[config.mk]
export PLATFORM = sky130hd
export DESIGN_NAME = vsk_ram
export DESIGN_NICKNAME = d
export VERILOG_FILES = /design/src/rtl/core/vsk_ram.sv
export SDC_FILE = /design/constraint.sdc
export NUM_CORES = 2
export LEC_CHECK = 0
export BUFFER_PORTS_ARGS = -buffer_cell sky130_fd_sc_hd__buf_4
export CORE_MARGIN = 2
export CORE_UTILIZATION = 55
export DETAILED_ROUTE_END_ITERATION = 16
export PLACE_DENSITY = 0.7
export SLEW_MARGIN = 20
export SYNTH_ARGS = -nofsm -noshare
export SYNTH_HDL_FRONTEND = slang
export SYNTH_SLANG_ARGS = --single-unit
[constraint.sdc]
create_clock -name clk -period 10.47 [get_ports clk]
set_input_delay 1.047 -clock clk [delete_from_list [all_inputs] [get_ports clk]]
set_output_delay 1.047 -clock clk [all_outputs]
set_load 0.02 [all_outputs]
[src/rtl/core/vsk_ram.sv]
// Generic single-write, single-read RAM with registered read data.
// No dependencies.
module vsk_ram #(
  parameter int WIDTH = 32,
  parameter int DEPTH = 64,
  localparam int AW = (DEPTH > 1) ? $clog2(DEPTH) : 1
) (
  input  logic             clk,
  input  logic             we,
  input  logic [AW-1:0]    waddr,
  input  logic [WIDTH-1:0] wdata,
  input  logic             re,
  input  logic [AW-1:0]    raddr,
  output logic [WIDTH-1:0] rdata
);

  logic [WIDTH-1:0] mem_r [DEPTH];
  logic [WIDTH-1:0] rdata_r;

  always_ff @(posedge clk) begin
    if (we) begin
      mem_r[waddr] <= wdata;
    end
    if (re) begin
      rdata_r <= mem_r[raddr];
    end
  end

  assign rdata = rdata_r;

endmodule

==> results.ini <==
[floorplan]
die_w_um=383
core_mm2=0.142
io_pins=79
dieHeight_um=383
start_util_pct=55.5
rows=138
fp.dieArea_mm2=0.146

[placed_design]
portBuffers=78
place_area_mm2=0.0822
gp_congestion=0.833
place_ws_ns=5.12
hpwlAfterDp_um=106000

[sta]
clock_skew_ns=0.0178
grt_setup_unrepaired=false
post-route-min-period_ns=4.60
fin_tns_setup_ns=0
hold_viol_final=0
worst_slack_ns=5.87
finalSetupViolCount=0
fmax_ghz=0.217
worstMarginPinSlew_ns=1.06
post-route-period-util_pct=44.0
max_slew_margin_pct=28.9
finalMaxSlewViolations=0

[logic_synthesis]
synth_edf_count=2080
ys_ff_latch=2080
netlist.area_leader.share_pct=79.2
syn_avg_cell_area_um2=23.7
ys_types=33
synthCells=3324
syn_area_mm2=0.0788
yosysWarningCount=0
syn_nets=3371
yosysSeqAreaShare_pct=79.2
synth_area_leader_cell=edfxtp_1
synthArstFlopShare_pct=0
synthFlopType=edfxtp_1
yosys-top-cells-area=edfxtp_1 79%, mux4_2 16%, mux2i_1 1.2%

[clocking]
clk_pin_slew_ns=0.06
cts_tree=done
clkLatencyLatePin_ns=0.82
postCtsResizedCells=0
cts_num_sinks=2080
cts-root-buf=clkbuf_16
hold_buffers=0
clockBufferDepth=3
htreeDepth=4
cts_made_buffers=194
cts_setup_buffers=0

[setup_path]
critPathMaxFanout=102
reg2regPathDepth=4
r2r_end=rdata[29]
worstSetupStartpointType=input port
r2r_start=mem_r[28][29]
endpoint=rdata[29]
worstSetupPathType=input port to flop
crit_path_start=raddr[1]
end_kind=flop
required_ns=10.98
r2r_slack_ns=7.82
crit_arrival_ns=5.11

[final_layout]
syn_to_final_growth_pct=12.0
utilization_pct=62.2
fillers=9207
nNetsFinal=3555
drive_above_1_share_pct=28.5
fin_area_mm2=0.0883

[drt]
first_pass_iters=5
ant_nets=0
drc=0
num_vias=37812
dr.first_iter.drc_count=6203
wl_um=201000
vias_per_cell=6.80
wl_per_cell_um=36.2

[run]
maxCapViolations=0

[worst_hold_path]
hold_class=input port to flop

[power]
p_int_w=0.0134
switching_power_w=0.00350
p_seq_share_pct=54.8
clock_power_share_pct=40.2
p_comb_share_pct=5.1
power.density_mw_per_mm2=192
peakVddDrop_v=0.000188
p_leak_nw=27.3
switching_share_pct=20.6

[global_routing]
track_usage_pct=27.9
antenna_found_initial=5
globalRouteOverflowTotal=0
grt_max_degree=107
grt_pass1_wl_um=283000
grt_pass1_vias=37561

[outcome]
status=complete, no violations

-- placed cells by master (no fill, tap or decap), drive strengths merged, types with 12 or more instances in the layout --
cell / n
a21oi: 62
nor2: 137
o22ai: 84
mux2i: 93
a22oi: 12
edfxtp: 2080
clkinv: 78
nor2b: 15
buf: 170
nand2: 26
clkbuf: 255
o221ai: 27
mux4: 544
bufinv: 16
-- power by group through the flow --
stage / sequential (W) / clock [W] / combinational [W]
detailed placement: 0.00945 / 0 / 0.000853
global placement: 0.00944 / 0 / 0.000829
floorplan: 0.00944 / 0 / 0.000449
finish: 0.00927 / 0.00681 / 0.000856
global route: 0.00927 / 0.00719 / 0.000897
CTS: 0.00927 / 0.00687 / 0.000855
-- routing by layer --
layer | vias up | GRT usage [%] | part of all wire [%]
met1 | 20215 | 39.4 | 36
met2 | 2588 | 43.8 | 48
met4 | 6 | 8.87 | 3.4
li1 | 14642 | - | -
met3 | 361 | 6.50 | 12
met5 | - | 0 | 0.020
-- cell usage after synthesis, drive strengths merged (5+ instances only) --
master / number
edfxtp: 2080
mux4: 544
nor2: 137
buf: 108
mux2i: 93
o22ai: 84
clkbuf: 74
a21oi: 62
o221ai: 27
nand2: 26
nor2b: 15
a22oi: 12
a311oi: 8
nand2b: 8
nor3: 7
nand3: 5
nand3b: 5
or3b: 5
-- area by class of cell --
cell class | count | area, um^2 | area share, %
antenna | 4 | 10.0 | 0.0113
multi-input combinational | 1062 | 16000 | 18.1
clock inverter | 97 | 857 | 0.971
timing repair buffer | 170 | 1380 | 1.56
sequential | 2080 | 62500 | 70.7
tap | 1890 | 2360 | 2.68
clock buffer | 255 | 5250 | 5.95
-- flip-flops by register name, summed over array words and instances (netlist names) --
| signal | cells |
|---|---|
| mem_r | 2048 |
| rdata | 32 |
-- critical path, cell delays in order --
cell     delay, ns
buf_8         0.58
buf_4         0.71
buf_12        0.54
mux4_2        0.41
mux4_2        0.55
o22ai_1       0.82
nor2_1        0.14
-- kinds of logic after synthesis --
logic type	count (synthesis)	synth area share, %
flip-flops	2080	79.2
multiplexers	637	16.7
AND/OR/NAND/NOR	223	1.26
AO/OA/AOI/OAI	202	1.67
buffers and inverters	182	1.12
-- per-stage QoR --
| step | hold slack (ns) | total power (W) | instances |
|---|---|---|---|
| floorplan | 0.750 | 0.00989 | 3324 |
| global placement | 0.841 | 0.0103 | 5201 |
| detailed placement | 0.809 | 0.0103 | 5202 |
| CTS | 0.740 | 0.0170 | 5554 |
| global route | 0.795 | 0.0174 | 5555 |
| finish | 0.792 | 0.0169 | 5558 |
-- worst min path at each step --
stage	start	end	slack, ns	cells after the start
after floorplan	mem_r[12][17]	rdata[17]	0.75	4
after global placement	mem_r[12][17]	rdata[17]	0.84	4
after detailed placement	mem_r[13][17]	rdata[17]	0.81	4
after CTS	wdata[9]	mem_r[40][9]	0.74	1
after global routing	wdata[13]	mem_r[47][13]	0.80	1
final	wdata[13]	mem_r[47][13]	0.79	1
(Power assumes the default switching activity.)
